File: src/rtl/core/lscg_pkg.sv
// Shared types, constants and helpers for the least-squares cell gradient unit.
// No dependencies.
package lscg_pkg;

   localparam int DATA_W = 32;
   localparam int DV_W   = 33;
   localparam int WGT_W  = 31;
   localparam int ACC_W  = 64;
   localparam int EPS_W  = 16;
   localparam int NUM_INV = 6;

   localparam logic [WGT_W-1:0] WGT_MAX = '1;

   // One contribution, handed from the front end to the back end
   typedef struct packed {
      logic signed [DATA_W-1:0] rel_x;
      logic signed [DATA_W-1:0] rel_y;
      logic signed [DATA_W-1:0] rel_z;
      logic signed [DV_W-1:0]   dv;
      logic [WGT_W-1:0]         wgt;
      logic                     wgt_sat;
      logic                     last;
      logic [NUM_INV-1:0][DATA_W-1:0] inv;
   } contrib_type;

   // True when a 64-bit value lies in the signed 32-bit range
   function automatic logic fits32(input logic signed [ACC_W-1:0] v);
      fits32 = (v[ACC_W-1:DATA_W-1] == '0) || (v[ACC_W-1:DATA_W-1] == '1);
   endfunction

   // Clamp a 64-bit value to the signed 32-bit range
   function automatic logic signed [DATA_W-1:0] clip32(input logic signed [ACC_W-1:0] v);
      if (fits32(v)) begin
         clip32 = v[DATA_W-1:0];
      end else if (v[ACC_W-1]) begin
         clip32 = {1'b1, {(DATA_W-1){1'b0}}};
      end else begin
         clip32 = {1'b0, {(DATA_W-1){1'b1}}};
      end
   endfunction

   // Entry of the symmetric inverse for a row and column (xx xy xz yy yz zz)
   function automatic logic [2:0] sym_index(input logic [1:0] r, input logic [1:0] c);
      logic [3:0] key;
      key = {r, c};
      case (key)
         4'b0000: sym_index = 3'd0;
         4'b0001, 4'b0100: sym_index = 3'd1;
         4'b0010, 4'b1000: sym_index = 3'd2;
         4'b0101: sym_index = 3'd3;
         4'b0110, 4'b1001: sym_index = 3'd4;
         default: sym_index = 3'd5;
      endcase
   endfunction

endpackage

File: src/rtl/core/lscg_front.sv
// Front end: accepts a transaction, forms |r|^2 + eps and the weight 1/d by
// restoring division. Depends on lscg_pkg.
module lscg_front import lscg_pkg::*; #(
   parameter int FRACTION_BITS = 16
) (
   input  logic                     clock,
   input  logic                     reset,
   input  logic [EPS_W-1:0]         small_value,
   input  logic                     req_valid,
   output logic                     req_ready,
   input  logic signed [DATA_W-1:0] req_rel_x,
   input  logic signed [DATA_W-1:0] req_rel_y,
   input  logic signed [DATA_W-1:0] req_rel_z,
   input  logic signed [DATA_W-1:0] req_neighbor_value,
   input  logic signed [DATA_W-1:0] req_cell_value,
   input  logic                     req_last,
   input  logic signed [DATA_W-1:0] req_inv_xx,
   input  logic signed [DATA_W-1:0] req_inv_xy,
   input  logic signed [DATA_W-1:0] req_inv_xz,
   input  logic signed [DATA_W-1:0] req_inv_yy,
   input  logic signed [DATA_W-1:0] req_inv_yz,
   input  logic signed [DATA_W-1:0] req_inv_zz,
   output logic                     push_valid,
   input  logic                     push_ready,
   output contrib_type              push_data
);

   localparam int DW = 65 - FRACTION_BITS;     // denominator width
   localparam int QW = 2 * FRACTION_BITS + 1;  // quotient width
   localparam int CW = $clog2(QW);

   typedef enum logic [1:0] {F_IDLE, F_SQ, F_DIV, F_PUSH} state_type;

   state_type              state_ff;
   contrib_type            item_ff;
   logic [1:0]             idx_ff;
   logic [ACC_W-1:0]       sq_ff;
   logic [DW-1:0]          den_ff;
   logic [DW-1:0]          rem_ff;
   logic [QW-1:0]          quo_ff;
   logic [CW-1:0]          cnt_ff;

   logic signed [DATA_W-1:0] sq_op;
   logic signed [ACC_W-1:0]  sq_prod;
   logic [DW-1:0]            den_in;
   logic [DW:0]              rem_sh;
   logic                     rem_ge;
   logic [QW-1:0]            quo_in;
   logic [ACC_W-1:0]         quo_wide;

   // one squaring multiplier shared over x, y, z
   always_comb begin
      case (idx_ff)
         2'd0:    sq_op = item_ff.rel_x;
         2'd1:    sq_op = item_ff.rel_y;
         default: sq_op = item_ff.rel_z;
      endcase
      sq_prod = ACC_W'(sq_op) * ACC_W'(sq_op);
   end

   // fold the final square in for the denominator
   assign den_in = DW'((sq_ff + sq_prod) >> FRACTION_BITS) + DW'(small_value);

   // one restoring division step; dividend is the single bit 2^(2F)
   always_comb begin
      rem_sh   = {rem_ff, (cnt_ff == CW'(2 * FRACTION_BITS))};
      rem_ge   = rem_sh >= {1'b0, den_ff};
      quo_in   = {quo_ff[QW-2:0], rem_ge};
      quo_wide = ACC_W'(quo_in);
   end

   assign req_ready  = (state_ff == F_IDLE);
   assign push_valid = (state_ff == F_PUSH);
   assign push_data  = item_ff;

   always_ff @(posedge clock) begin
      if (reset) begin
         state_ff <= F_IDLE;
      end else begin
         unique case (state_ff)
            F_IDLE: begin
               if (req_valid) begin
                  item_ff.rel_x <= req_rel_x;
                  item_ff.rel_y <= req_rel_y;
                  item_ff.rel_z <= req_rel_z;
                  item_ff.dv    <= DV_W'(req_neighbor_value) - DV_W'(req_cell_value);
                  item_ff.last  <= req_last;
                  item_ff.inv   <= {req_inv_zz, req_inv_yz, req_inv_yy,
                                    req_inv_xz, req_inv_xy, req_inv_xx};
                  idx_ff        <= 2'd0;
                  sq_ff         <= '0;
                  state_ff      <= F_SQ;
               end
            end
            F_SQ: begin
               sq_ff  <= sq_ff + sq_prod;
               idx_ff <= idx_ff + 2'd1;
               if (idx_ff == 2'd2) begin
                  state_ff <= F_DIV;
                  rem_ff   <= '0;
                  quo_ff   <= '0;
                  cnt_ff   <= CW'(QW - 1);
                  den_ff   <= den_in;
               end
            end
            F_DIV: begin
               if (den_ff == '0) begin
                  // zero denominator: weight pinned to max and flagged
                  item_ff.wgt     <= WGT_MAX;
                  item_ff.wgt_sat <= 1'b1;
                  state_ff        <= F_PUSH;
               end else begin
                  rem_ff <= rem_ge ? DW'(rem_sh - {1'b0, den_ff}) : rem_sh[DW-1:0];
                  quo_ff <= quo_in;
                  cnt_ff <= cnt_ff - 1'b1;
                  if (cnt_ff == '0) begin
                     if (quo_wide > ACC_W'(WGT_MAX)) begin
                        item_ff.wgt     <= WGT_MAX;
                        item_ff.wgt_sat <= 1'b1;
                     end else begin
                        item_ff.wgt     <= quo_wide[WGT_W-1:0];
                        item_ff.wgt_sat <= 1'b0;
                     end
                     state_ff <= F_PUSH;
                  end
               end
            end
            F_PUSH: begin
               if (push_ready) begin
                  state_ff <= F_IDLE;
               end
            end
            default: state_ff <= F_IDLE;
         endcase
      end
   end

endmodule

File: config.mk
export PLATFORM = sky130hd
export DESIGN_NAME = lscg_front
export DESIGN_NICKNAME = d
export VERILOG_FILES = /design/src/rtl/core/lscg_pkg.sv /design/src/rtl/core/lscg_front.sv
export SDC_FILE = /design/constraint.sdc
export NUM_CORES = 2
export LEC_CHECK = 0
export ABC_AREA = 1
export BUFFER_PORTS_ARGS = -buffer_cell sky130_fd_sc_hd__buf_2
export CELL_PAD_IN_SITES_DETAIL_PLACEMENT = 0
export CELL_PAD_IN_SITES_GLOBAL_PLACEMENT = 1
export CORE_MARGIN = 1.5
export CORE_UTILIZATION = 50
export CTS_BUF_LIST = sky130_fd_sc_hd__clkbuf_8
export CTS_CLUSTER_DIAMETER = 80
export DETAILED_ROUTE_END_ITERATION = 10
export PLACE_DENSITY = 0.95
export SLEW_MARGIN = 25
export SYNTH_ARGS = -nofsm -noshare
export SYNTH_HDL_FRONTEND = slang
export SYNTH_SLANG_ARGS = --single-unit
File: constraint.sdc
create_clock -name clock -period 30.8 [get_ports clock]
set_input_delay 3.08 -clock clock [delete_from_list [all_inputs] [get_ports clock]]
set_output_delay 3.08 -clock clock [all_outputs]
set_load 0.05 [all_outputs]
==> flow_results.org <==
** Timing
- Setup repair after global routing missed its margin :: false
- The worst pin sits at a relative slew slack of 32.9%.
- Between clock sinks in the finished design, the worst skew comes to 56.6 ps.
- For the pin with the worst max-slew slack, the measured transition is 1010 ps.
- Worst slack on hold paths :: 526 ps
- For this run, the top clock speed supported by timing is 0.0859 GHz.
- Setup violation total in the final timing report :: 0
- Post-route minimum period :: 11,650 ps
- Fin. max-slew vios :: 0
- Of the available clock period, the critical path in the final layout requires 37.8%.
- The final hold violation count came to 0.
- Setup total negative slack on the finished layout was measured at 0 ps.

** Worst setup path
- The worst setup path is launched from a register.
- In this run the worst path has a maximum fanout of 33.
- For this design, the slowest cell found on the critical path is sky130_fd_sc_hd__fa_1.
- For this run, the slowest stage of the critical path takes 860 ps.
- The setup path with the least slack is of type register to register.
- Tracing the worst setup path back leads to its startpoint at idx_ff[0].
- The worst register-to-register path ends at den_ff[35].
- The number of cells on the worst reg-to-reg path is 40.
- At the worst endpoint, the arrival time is 12,180 ps.
- Required time at the endpoint of the critical path :: 31,330 ps
- Category of the worst setup path capture point :: register
- Following the worst setup path forward leads to its endpoint at den_ff[35].
- Register-to-register path setup slack :: 19,150 ps
- In this run the critical register-to-register path is launched from idx_ff[0].

** Place
- Final weighted congestion in routability-driven placement :: 0.997
- Post-DP HPWL :: 173,000 um
- During placement, the flow inserted port buffers numbering 728.
- The number of placed instances, taps included, is 9,357.

** Global routing
- Entering global routing, the biggest net connects 162 pins.
- In this run the most used layer during global routing was met2.
- The number of global-route vias before repair was 52.3k.
- Met2 usage :: 51.0%
- Overall overflow remaining after global route :: 0
- The first global-routing pass estimated 309,000 um of wire.
- Global routing met3 resource utilization :: 5.89%
- For this run, the total global-route usage over all layers was measured as 31.7%.
- The number of antenna violations at the first check in global routing was 36.
- Global routing used 41.4% of the available met1 tracks.

** Final layout
- Cells with a size suffix above 1 make up 14.2% of the layout.
- Once layout is complete, the utilization of the core stands at 56.4%.
- Layout overhead on the synthesized area :: 12.1%
- Final cell count without fillers :: 9,557
- Number of nets in the layout :: 9,568

** Clocking
- Number of clock sinks :: 558
- The H-tree was split into 3 levels.
- Bufs on Longest Clock Path :: 3
- TritonCTS clock tree :: yes
- Post-CTS Hold Fix Bufs :: 0
- Root Buffer :: sky130_fd_sc_hd__clkbuf_8
- Once the clock tree was built, the setup fixing pass inserted 0 buffers.
- After clock tree synthesis, the repair step resized 0 gates.
- Clock latency on the worst-skew pair :: 830 ps
- Register clock-pin slew on the reported worst setup and hold paths :: 60 ps
- Clock buffers created by TritonCTS :: 101

** Synthesis
- In this run, synthesis inferred 556 flip-flops with an integrated enable.
- Synthesis produced 6,972 cells.
- Most used flip-flop cell after synthesis :: sky130_fd_sc_hd__edfxtp_1
- In this run the mean area of a mapped cell was 9.32 um2.
- After synthesis, the share of flip-flops with an asynchronous set or reset is 0%.
- Sequential elements use 25.8% of the synthesized area.
- Number of storage elements in the synthesis netlist :: 558
- Distinct cell type count after synthesis :: 55
- In the synthesized netlist, the cells that appear most often are sky130_fd_sc_hd__inv_1 (2,094), sky130_fd_sc_hd__nand2_1 (1,357), sky130_fd_sc_hd__fa_1 (1,137).
- Leading area contributor after synthesis :: sky130_fd_sc_hd__fa_1
- In this run the cell area of the synthesized design comes to 65,000 um2.
- Counting every net in the synthesized netlist gives 8,822.
- Yosys instantiated no cell more often than sky130_fd_sc_hd__inv_1.
- Largest cells by area after synthesis :: sky130_fd_sc_hd__fa_1 (35%), sky130_fd_sc_hd__edfxtp_1 (26%), sky130_fd_sc_hd__inv_1 (12%)
- During synthesis, Yosys emitted a total of 0 warnings.
- The top cell type by area accounts for 35.0% of the synthesized area.

** Drt
- The routed design has 204,000 um of wire.
- Routed vias :: 48.8k
- DRC violation count after routing :: 0
- For this block, the initial DRC count from the detailed router was 3,534.
- Detailed-route vias per instance :: 5.11
- Number of detailed-routing iterations run before antenna repair :: 6
- After detailed routing, the average wire length per cell comes to 21.3 um.
- The detail route stage leaves a number of antenna-violating nets equal to 0.

** Floorplanning
- The floorplan step defined a die boundary enclosing 132,000 um2.
- The core region is 129,000 um2.
- The initial utilization of the core area, before any placement, comes to 50.3%.
- The floorplan has 132 rows.
- Number of placed I/O pins :: 729
- Measured along the x axis, the die boundary spans 363 um.
- In this run the vertical extent of the chip is 363 um.

** Hold path
- The min-delay analysis places its worst path in the category register to register.

** Status
- The flow ran to the end, and the final reports show no timing, DRC or antenna violations.

** Run
- The tool flagged a number of max-cap violations equal to 0.
## registers in the layout, summed over array words and instances, names as in the netlist
| signal | count |
|---|---|
| push_data | 354 |
| rem_ff | 49 |
| den_ff | 49 |
| sq_ff | 64 |
| state_ff | 2 |
| quo_ff | 32 |
| idx_ff | 2 |
| cnt_ff | 6 |
## how the worst min path moves through the flow
stage           startpoint     endpoint  slack [ps]  depth (start not counted)
2_1_floorplan  state_ff[1]  state_ff[1]         490                          2
5_1_grt         quo_ff[12]   quo_ff[13]         550                          2
3_5_place_dp    quo_ff[12]   quo_ff[13]         510                          2
6_report        quo_ff[24]   quo_ff[25]         530                          2
3_3_place_gp     quo_ff[4]    quo_ff[5]         510                          2
4_1_cts         quo_ff[24]   quo_ff[25]         530                          2
## logic make-up (layout without fill, tap and decap cells)
group | count (synthesis) | count (layout) | synth area share [%]
buffers and inverters | 2257 | 3082 | 13.1
and+or+nand+nor | 2015 | 2015 | 13.0
adders and majority gates | 1477 | 1477 | 41.6
DFF | 558 | 558 | 25.8
AOI/OAI and AO/OA | 505 | 505 | 4.39
xor gates and xnor gates | 160 | 160 | 2.16
other | 0 | 18 | 0
## routing by layer
layer / share of wire, % / up-vias / routed length, um
met2: 47 / 1852 / 95600
met5: 0.011 / - / 23
li1: - / 22175 / -
met1: 40 / 24390 / 82300
met4: 5.2 / 4 / 10600
met3: 7.4 / 387 / 15000
## metrics by stage
step,area (um2),worst slack [ps]
finish,72800,19150
global route,72800,18410
CTS,72700,19330
detailed placement,70700,19340
global placement,70700,18530
floorplan,65000,13110
## cells in the final DEF, fill, tap and decap left out, drive strengths merged, types with 6 or more instances in the layout
| cell | netlist | routed |
|---|---|---|
| edfxtp | 556 | 556 |
| nand4 | 42 | 42 |
| nor3 | 21 | 21 |
| bufinv | 0 | 8 |
| o21a | 10 | 10 |
| clkinv | 6 | 46 |
| nand2 | 1403 | 1403 |
| xor2 | 111 | 111 |
| o211ai | 13 | 13 |
| nand3b | 8 | 8 |
| nor2 | 340 | 340 |
| a21oi | 257 | 257 |
| nor4 | 17 | 17 |
| a21o | 6 | 6 |
| or2 | 33 | 33 |
| xnor2 | 49 | 49 |
| clkbuf | 130 | 102 |
| o21ai | 138 | 138 |
| o21bai | 20 | 20 |
| buf | 9 | 782 |
| nand3 | 140 | 140 |
| ha | 340 | 340 |
| a211oi | 7 | 7 |
| diode | 0 | 18 |
| a22o | 24 | 24 |
| a31oi | 11 | 11 |
| fa | 1137 | 1137 |
| inv | 2112 | 2140 |
## critical path, delay by kind of cell (launching register included)
kind | cells | cell delay, ps
AND/OR/NAND/NOR | 18 | 3120
buffers and inverters | 11 | 2800
flip-flops | 1 | 390
AO/OA/AOI/OAI | 1 | 320
adder cells (fa/ha/maj) | 10 | 4660
## cell type report
cell class,instances,area (um2)
fillers,11605,56400
well taps,1742,2180
clock inverters,80,631
inverters,2118,7950
clock buffers,102,1400
multi-input cells,4157,39800
flip-flops and latches,558,16700
diodes,18,45.0
repair buffers,782,4070
Power is left out: the tool's default activity adds up to more than one toggle a clock period on the data nets, which glitch-free logic cannot reach.
