`src/rtl/core/lscg_pkg.sv`:
```
// Shared types, constants and helpers for the least-squares cell gradient unit.
// No dependencies.
package lscg_pkg;

   localparam int DATA_W = 32;
   localparam int DV_W   = 33;
   localparam int WGT_W  = 31;
   localparam int ACC_W  = 64;
   localparam int EPS_W  = 16;
   localparam int NUM_INV = 6;

   localparam logic [WGT_W-1:0] WGT_MAX = '1;

   // One contribution, handed from the front end to the back end
   typedef struct packed {
      logic signed [DATA_W-1:0] rel_x;
      logic signed [DATA_W-1:0] rel_y;
      logic signed [DATA_W-1:0] rel_z;
      logic signed [DV_W-1:0]   dv;
      logic [WGT_W-1:0]         wgt;
      logic                     wgt_sat;
      logic                     last;
      logic [NUM_INV-1:0][DATA_W-1:0] inv;
   } contrib_type;

   // True when a 64-bit value lies in the signed 32-bit range
   function automatic logic fits32(input logic signed [ACC_W-1:0] v);
      fits32 = (v[ACC_W-1:DATA_W-1] == '0) || (v[ACC_W-1:DATA_W-1] == '1);
   endfunction

   // Clamp a 64-bit value to the signed 32-bit range
   function automatic logic signed [DATA_W-1:0] clip32(input logic signed [ACC_W-1:0] v);
      if (fits32(v)) begin
         clip32 = v[DATA_W-1:0];
      end else if (v[ACC_W-1]) begin
         clip32 = {1'b1, {(DATA_W-1){1'b0}}};
      end else begin
         clip32 = {1'b0, {(DATA_W-1){1'b1}}};
      end
   endfunction

   // Entry of the symmetric inverse for a row and column (xx xy xz yy yz zz)
   function automatic logic [2:0] sym_index(input logic [1:0] r, input logic [1:0] c);
      logic [3:0] key;
      key = {r, c};
      case (key)
         4'b0000: sym_index = 3'd0;
         4'b0001, 4'b0100: sym_index = 3'd1;
         4'b0010, 4'b1000: sym_index = 3'd2;
         4'b0101: sym_index = 3'd3;
         4'b0110, 4'b1001: sym_index = 3'd4;
         default: sym_index = 3'd5;
      endcase
   endfunction

endpackage

```
`src/rtl/core/lscg_queue.sv`:
```
// Two-entry queue between front and back ends.
// Depends on lscg_pkg.
module lscg_queue import lscg_pkg::*; (
   input  logic        clock,
   input  logic        reset,
   input  logic        in_valid,
   output logic        in_ready,
   input  contrib_type in_data,
   output logic        out_valid,
   input  logic        out_ready,
   output contrib_type out_data
);

   contrib_type mem_ff [2];
   logic        wr_ff;
   logic        rd_ff;
   logic [1:0]  count_ff;
   logic        do_push;
   logic        do_pop;

   assign in_ready  = (count_ff != 2'd2);
   assign out_valid = (count_ff != 2'd0);
   assign out_data  = mem_ff[rd_ff];
   assign do_push   = in_valid && in_ready;
   assign do_pop    = out_valid && out_ready;

   // storage
   always_ff @(posedge clock) begin
      if (do_push) begin
         mem_ff[wr_ff] <= in_data;
      end
   end

   // pointers and fill
   always_ff @(posedge clock) begin
      if (reset) begin
         wr_ff    <= 1'b0;
         rd_ff    <= 1'b0;
         count_ff <= 2'd0;
      end else begin
         if (do_push) wr_ff <= ~wr_ff;
         if (do_pop)  rd_ff <= ~rd_ff;
         count_ff <= count_ff + 2'(do_push) - 2'(do_pop);
      end
   end

endmodule

```
`config.mk`:
```
export PLATFORM = sky130hd
export DESIGN_NAME = lscg_queue
export DESIGN_NICKNAME = d
export VERILOG_FILES = /design/src/rtl/core/lscg_pkg.sv /design/src/rtl/core/lscg_queue.sv
export SDC_FILE = /design/constraint.sdc
export NUM_CORES = 1
export LEC_CHECK = 0
export ABC_AREA = 1
export BUFFER_PORTS_ARGS = -buffer_cell sky130_fd_sc_hd__buf_2
export CAP_MARGIN = 0
export CORE_AREA = 2 2 277 279
export DETAILED_ROUTE_END_ITERATION = 12
export DIE_AREA = 0 0 279 281
export GPL_ROUTABILITY_DRIVEN = 0
export PLACE_DENSITY = 0.57
export SETUP_SLACK_MARGIN = 0.5
export SYNTH_ARGS = -nofsm -noshare
export SYNTH_HDL_FRONTEND = slang
export SYNTH_SLANG_ARGS = --single-unit
```
`constraint.sdc`:
```
create_clock -name clock -period 42.9 [get_ports clock]
set_clock_uncertainty 0.15 [all_clocks]
set_input_delay 2.145 -clock clock [delete_from_list [all_inputs] [get_ports clock]]
set_output_delay 2.145 -clock clock [all_outputs]
set_load 0.01 [all_outputs]
```
==> results of run 1 <==
## cells in the final DEF (no fill, tap or decap), types with 5 or more instances in the layout
master / synthesis / final
diode_2: 0 / 11
nand2_1: 8 / 8
clkbuf_1: 0 / 13
buf_2: 32 / 713
clkinv_1: 0 / 16
bufinv_16: 0 / 9
clkbuf_16: 0 / 80
mux2_4: 60 / 60
inv_1: 8 / 7
clkinv_2: 0 / 15
buf_4: 0 / 5
nor2_1: 9 / 8
edfxtp_1: 708 / 708
mux2_2: 294 / 294
## synth_stat cells
master    count
nand3_1       3
nor2_1        9
buf_2        32
edfxtp_1    708
a21oi_1       2
mux2_2      294
buf_6         7
mux2_4       60
nand2_1       8
ha_1          2
inv_1         8
dfxtp_1       5
## cell type report
| class | instances | area, µm² | share of cell area |
|---|---|---|---|
| flip-flops and latches | 713 | 21360 | 0.6427 |
| multi-input cells | 378 | 4333 | 0.1304 |
| repair buffers | 721 | 3666 | 0.1103 |
| clock buffers | 93 | 2051 | 0.06170 |
| well taps | 978 | 1224 | 0.03681 |
| clock inverters | 50 | 536.8 | 0.01615 |
| inverters | 8 | 37.54 | 0.001129 |
| diodes | 11 | 27.53 | 0.0008281 |
## kinds of logic (layout without fill, tap and decap cells)
group | count (synthesis) | in the layout
other | 0 | 11
muxes | 354 | 354
DFF | 713 | 713
and+or+nand+nor | 20 | 20
AOI/OAI and AO/OA | 2 | 2
adders and majority gates | 2 | 2
buffers and inverters | 47 | 872
## flip-flops by register name (all words and copies together), names as in the netlist, named ones only
register and flops:
count_ff 2, mem_ff 708, wr_ff 1, rd_ff 1
## power by group through the flow
stage	Combinational, mW	Sequential [mW]	Clock [mW]
floorplan	0.269	0.963	0
global placement	0.433	0.926	0
detailed placement	0.436	0.929	0
CTS	0.438	0.915	0.684
global route	0.460	0.923	0.714
finish	0.430	0.913	0.666
## stage by stage
| step | instance area (µm²) | instances | total power [mW] | worst slack (ns) | utilization |
|---|---|---|---|---|---|
| 2_1_floorplan | 25950 | 1138 | 1.233 | 24.81 | - |
| 3_3_place_gp | 30620 | 2798 | 1.359 | 36.98 | 0.4059 |
| 3_5_place_dp | 30620 | 2798 | 1.365 | 36.91 | 0.4059 |
| 4_1_cts | 33210 | 2941 | 2.038 | 36.20 | 0.4402 |
| 5_1_grt | 33230 | 2949 | 2.097 | 36.04 | 0.4405 |
| 6_report | 33240 | 2952 | 2.009 | 36.32 | 0.4406 |
## routing by layer
metal  part of all wire  GRT usage  vias to the layer above
li1                   -          -                     6100
met4              0.028    0.05900                       38
met2               0.50     0.2477                      579
met1               0.36     0.1587                     6567
met5             0.0040          0                        -
met3               0.11    0.06759                      136
## worst register-to-register path, delay by kind of cell (launching register included)
| family | cells | cell delay, ns |
|---|---|---|
| buffers and inverters | 3 | 1.99 |
| AND/OR/NAND/NOR | 3 | 0.83 |
| flip-flops | 1 | 0.35 |
## worst max path at each step
| stage | start | endpoint | slack (ns) | cells past startpoint |
|---|---|---|---|---|
| detailed placement | flip-flop | out_data[16] | 36.91 | 4 |
| floorplan | in_valid | mem_ff[0][0] | 24.81 | 2 |
| finish | flip-flop | out_data[153] | 36.32 | 4 |
| CTS | flip-flop | out_data[16] | 36.20 | 4 |
| global route | flip-flop | out_data[16] | 36.04 | 4 |
| global placement | flip-flop | out_data[153] | 36.98 | 4 |
==> metrics.txt, run 1 <==
Sw Pwr=0.5343 mW; DP HPWL=41.05 mm; Fill cells=6,635; core area=0.07544 mm²; sw frac=0.2659; largest net degree at the start of global routing=184; grt ovf=0; Max-Cap Viols=0; Synth area leader=edfxtp_1; Tcrit/Tclk final=0.1534; crit path time final=6.579 ns; Synth Area in XOR/XNOR=0; Port Buffers=713; Final setup violation count=0; Power Internal=1.475 mW; status=completed; CTS tree=done; total setup buffers inserted after CTS=0; global-route wire length before repair=approximately 86 mm; full die area=0.07840 mm²; final setup TNS=0 ns; Hold EP=rd_ff; Syn Nets=~1,500; CP bufs+invs=3; starting density of the core=0.3440; remaining antenna violation count=0; R2R Path End=mem_ff[0][102]; Sequential Power Share=0.455; maximum buffer depth of the clock tree=3; Max Freq=~0.15 GHz; Most common cell on crit path=buf_4; HP Class=reg -> reg; worst r2r path cells=6; largest cells by area after synthesis=edfxtp_1 (82%), mux2_2 (13%), mux2_4 (3.5%), buf_2 (0.62%), dfxtp_1 (0.39%); Worst setup EP type=output port; CTS root buf=clkbuf_16; Ports=714; WS Path Type=reg -> out; drt pass-1 iters=5; GRT Util Overall=0.1462; CTS sink count=713; clock latency on the worst-skew pair=0.60 ns; fin. max-slew vios=0; critical path arrival=4.28 ns; nets=2,260; routed len/inst=about 20 µm; worst hold slack=0.3570 ns; Synth top area share=0.8191; post-synthesis simple-gate area fraction=0.003037; Worst-Margin Slew=1.362 ns; Remaining DRCs=0; Rows=101; Worst-path clk slew=0.06 ns; synth warn=0; crit path launch type=flip-flop; post_cts resized=0; mux contribution to synthesized area=0.1623; number of global-route vias before repair=between 10,000 and 15,000; largest family of logic cells by synthesized area=multiplexers; post-synthesis compound-gate area fraction=0.0003857; critical-path cell list=buf_4 -> buf_4 -> mux2_2 -> buf_2; layout cells sized above 1=0.6072; Critical-path top delay cell=dfxtp_4; startpoint of the worst hold path=rd_ff; WP data required=40.60 ns; via count=approximately 13,000; hold bufs inserted after CTS=0; CTS Buf Count=78; Slew HR=0.09226; Seq/Total Area, Yosys=0.8230; final hold vios=0; drt via density=4.546; Hold Path Stages=2; die width=279 µm; Max H-tree Level=3; Yosys cell types=12; part of the power in combinational logic=0.214; unrepaired setup endpoints after global routing=no; delay-heaviest family, CP=buffers and inverters; Post-Syn Area=0.02595 mm²; initial DRC count=862; Max rail drop VDD=0.04128 mV; Clk pwr share=0.332; adder-cell share of the synthesized area=0.0009641; reg2reg start=count_ff[0]; Leak=12.37 nW; Synth Instances=1,138; WL final=60.21 mm; Die Ht=281 µm; Syn Area/Cell=22.81 µm²; PwrDens=approximately 60 mW/mm²; initial antenna violation count=34; crit-path max cell delay=about 1.1 ns; #FFs+latches synth=713; synth-to-layout area growth=28.07%; r2r setup slk=approximately 39 ns; crit-path max FO=82
No activity file was read; power rests on OpenSTA's default activity.
==> run 2: changes to the inputs <==
ABC_AREA = 0   (was 1)
clock period = 6.6 ns   (was 42.9 ns; I/O delays follow)
==> run 2 against run 1 <==
Net effect: power increased to 6.4 times the previous value; worst setup slack got worse by 33 ns; critical path type unchanged; synthesized cell count decreased by 1.1%; largest cell class unchanged; core utilization increased by 4.4 points; non-clock buffer count increased by 357; cell count increased by 11%.
==> metrics.txt, run 2 <==
Worst-Margin Slew=1.302 ns (-0.05973 ns); crit path launch type=flip-flop; Critical-path top delay cell=dfxtp_4; worst r2r path cells=4 (-2); Syn Nets=1,485 (-0.87%); Cell Count, Final, Fillers Out=3,280 (+11%); most common cell in the netlist=edfxtp_1; final hold vios=0 (unchanged); CTS root buf=clkbuf_16; largest cells by area after synthesis=edfxtp_1 (82%), mux2_2 (13%), mux2_4 (3.5%), buf_2 (0.62%), dfxtp_1 (0.39%); core area=0.07544 mm² (unchanged); layout cells sized above 1=0.5120 (-0.09527); global-route wire length before repair=92.07 mm (+7.1%); nets=2,603 (+15%); GRT Util Overall=0.1546 (+0.008361); startpoint of the worst hold path=in_data[220]; clock latency on the worst-skew pair=0.59 ns (about the same); Remaining DRCs=0 (unchanged); full die area=0.07840 mm² (unchanged); crit-path max cell delay=0.84 ns (-0.22 ns); commonest non-fill, non-tap cells in the layout=buf_2 (713), edfxtp_1 (708), dlygate4sd3_1 (358); Power Internal=9.434 mW (+540%); largest register by flop count=mem_ff; Placed Cells incl. Taps=2,784 (-0.50%); Power, Total=12.90 mW (+540%); WS Path Type=reg -> out; crit path time final=3.537 ns; fin. max-slew vios=0 (unchanged); Sequential Power Share=0.456 (about the same); critical-path cell list=buf_12 -> mux2_2 -> buf_2; Worst setup EP type=output port; Fill cells=6,336 (-4.5%); WP data required=6.12 ns (-34.48 ns); status=completed; CTS sink count=713 (unchanged); Synth async-reset ratio=0 (unchanged); M1 wire length=23.13 mm (+5.7%); grt ovf=0 (unchanged); Worst-path clk slew=0.05 ns (about the same); post_cts resized=0 (unchanged); synth-to-layout area growth=40.87%; Tcrit/Tclk final=0.5359; reg2reg start=count_ff[0]; number of global-route vias before repair=16,000 (+14%); Max Freq=0.2827 GHz; unrepaired setup endpoints after global routing=no; part of the power in combinational logic=0.240 (+0.026); drt pass-1 iters=4 (-1); Largest register FFs=708 (unchanged); routed len/inst=19.22 µm (-5.8%); WL final=63.05 mm (+4.7%); synth warn=0 (unchanged); most common cell after layout, fill and taps aside=buf_2; Ports=714 (unchanged); initial DRC count=748 (-13%); starting density of the core=0.3438 (about the same); biggest regs=mem_ff x708, count_ff x2; max layer used=met5; Max rail drop VDD=0.3008 mV (+630%); Rows=101 (unchanged); Yosys cell types=17 (+5); CTS tree=done; largest net degree at the start of global routing=162 (-12%); list of most frequent post-synthesis cells=edfxtp_1 (708), mux2_2 (295), mux2_4 (60); Post-synth EDFFs=708 (unchanged); CTS Buf Count=77 (-1.3%); Syn Area/Cell=23.06 µm² (+1.1%); Die Ht=281 µm (unchanged); final setup TNS=0 ns (unchanged); Final Core Density=0.4843 (+0.04375); Clk pwr share=0.305 (-0.027); Leak=13.70 nW (+11%); Hold EP=mem_ff[1][220]; maximum buffer depth of the clock tree=3 (unchanged); remaining antenna violation count=0 (unchanged); ys flop type=edfxtp_1; DP HPWL=41.41 mm (+0.86%); Synth Instances=1,125 (-1.1%); via count=14,620 (+8.9%); Slew HR=0.1321 (+0.03982); Seq/Total Area, Yosys=0.8235 (about the same); Post-Syn Area=0.02594 mm² (about the same); met2 WL=32.80 mm (+9.4%); critical path arrival=3.06 ns (-1.22 ns); die width=279 µm (unchanged); drt via density=4.458 (-1.9%); PwrDens=353.1 mW/mm² (+480%); r2r setup slk=3.78 ns (-35.34 ns); R2R Path End=mem_ff[0][332]; Port Buffers=713 (unchanged); Max H-tree Level=3 (unchanged); Hold Path Stages=2 (unchanged); #FFs+latches synth=713 (unchanged); sw frac=0.2688 (+0.002916); Final setup violation count=0 (unchanged); Synth area leader=edfxtp_1; DR WL met3=4.774 mm (-26%); HP Class=in -> reg; Synth top area share=0.8196 (about the same); Max-Cap Viols=0 (unchanged); crit-path max FO=160 (+95%); Sw Pwr=3.469 mW (+550%); initial antenna violation count=8 (-76%)
[run 2: cell types whose count changed after synthesis, sizes merged, moves of 2 or more]
| cell | delta |
|---|---|
| inv | -7 |
| nand2 | -7 |
| nor2 | -4 |
| nand3 | -3 |
| a21oi | -2 |
| nor2b | +2 |
| xnor2 | +2 |
[run 2: metal layers]
layer	vias to the layer above	GRT usage
met5	-	0
met4	2	0.07100
met3	125	0.04855
met2	544	0.2777
met1	7186	0.1658
li1	6764	-
[run 2: repair_timing]
item                                   in CTS  in global routing
setup buffers                               0                  0
endpoints found under the hold margin     713                  0
hold buffers                              358                  0
[run 2: power groups by stage]
stage	combinational, mW	sequential (mW)	clock (mW)
after floorplan	1.82	5.98	0
after global placement	2.91	5.95	0
after detailed placement	2.93	5.98	0
after CTS	3.12	5.88	4.05
after global routing	3.30	5.93	4.22
final	3.09	5.88	3.93
[run 2: cell families (layout without fill, tap and decap cells)]
family / Yosys count / in the layout / synth area share
XOR/XNOR: 3 / 3 / 0.001013
buffers and inverters: 40 / 1214 / 0.009358
AND/OR/NAND/NOR: 11 / 11 / 0.002075
multiplexers: 355 / 355 / 0.1628
other: 0 / 3 / 0
AO/OA/AOI/OAI: 1 / 1 / 0.0002895
adder cells (fa/ha/maj): 2 / 2 / 0.0009646
flip-flops: 713 / 713 / 0.8235
[run 2: worst max-delay path by stage]
| stage | startpoint | endpoint | slack [ns] | cells after the start |
|---|---|---|---|---|
| after detailed placement | flip-flop | out_data[258] | 3.77 | 3 |
| after floorplan | count_ff[0] | mem_ff[0][0] | 0.27 | 3 |
| after global routing | flip-flop | out_data[258] | 2.97 | 3 |
| final | flip-flop | out_data[258] | 3.06 | 3 |
| after global placement | flip-flop | out_data[129] | 3.82 | 3 |
| after CTS | flip-flop | out_data[258] | 3.10 | 3 |
[run 2: cell type report]
type	count	area (µm²)	area share
timing repair buffer	1078	7279	0.1992
clock buffer	100	2054	0.05623
antenna	3	7.507	0.0002055
tap	978	1224	0.03349
inverter	1	3.754	0.0001027
clock inverter	35	242.7	0.006643
multi-input combinational	372	4363	0.1194
sequential	713	21370	0.5847
[run 2: critical path, delay by kind of cell (launching register included)]
family | cells | cell delay, ns
DFF | 1 | 0.84
muxes | 1 | 0.44
buffers and inverters | 2 | 0.66
[run 2: stage by stage]
| stage | worst slack (ns) | instance area (µm²) | hold WS [ns] |
|---|---|---|---|
| after floorplan | 0.2681 | 25960 | 0.2442 |
| after global routing | 2.971 | 36540 | 0.2657 |
| final | 3.063 | 36540 | 0.3014 |
| after detailed placement | 3.772 | 30650 | 0.3550 |
| after global placement | 3.817 | 30650 | 0.3489 |
| after CTS | 3.100 | 36530 | 0.2429 |
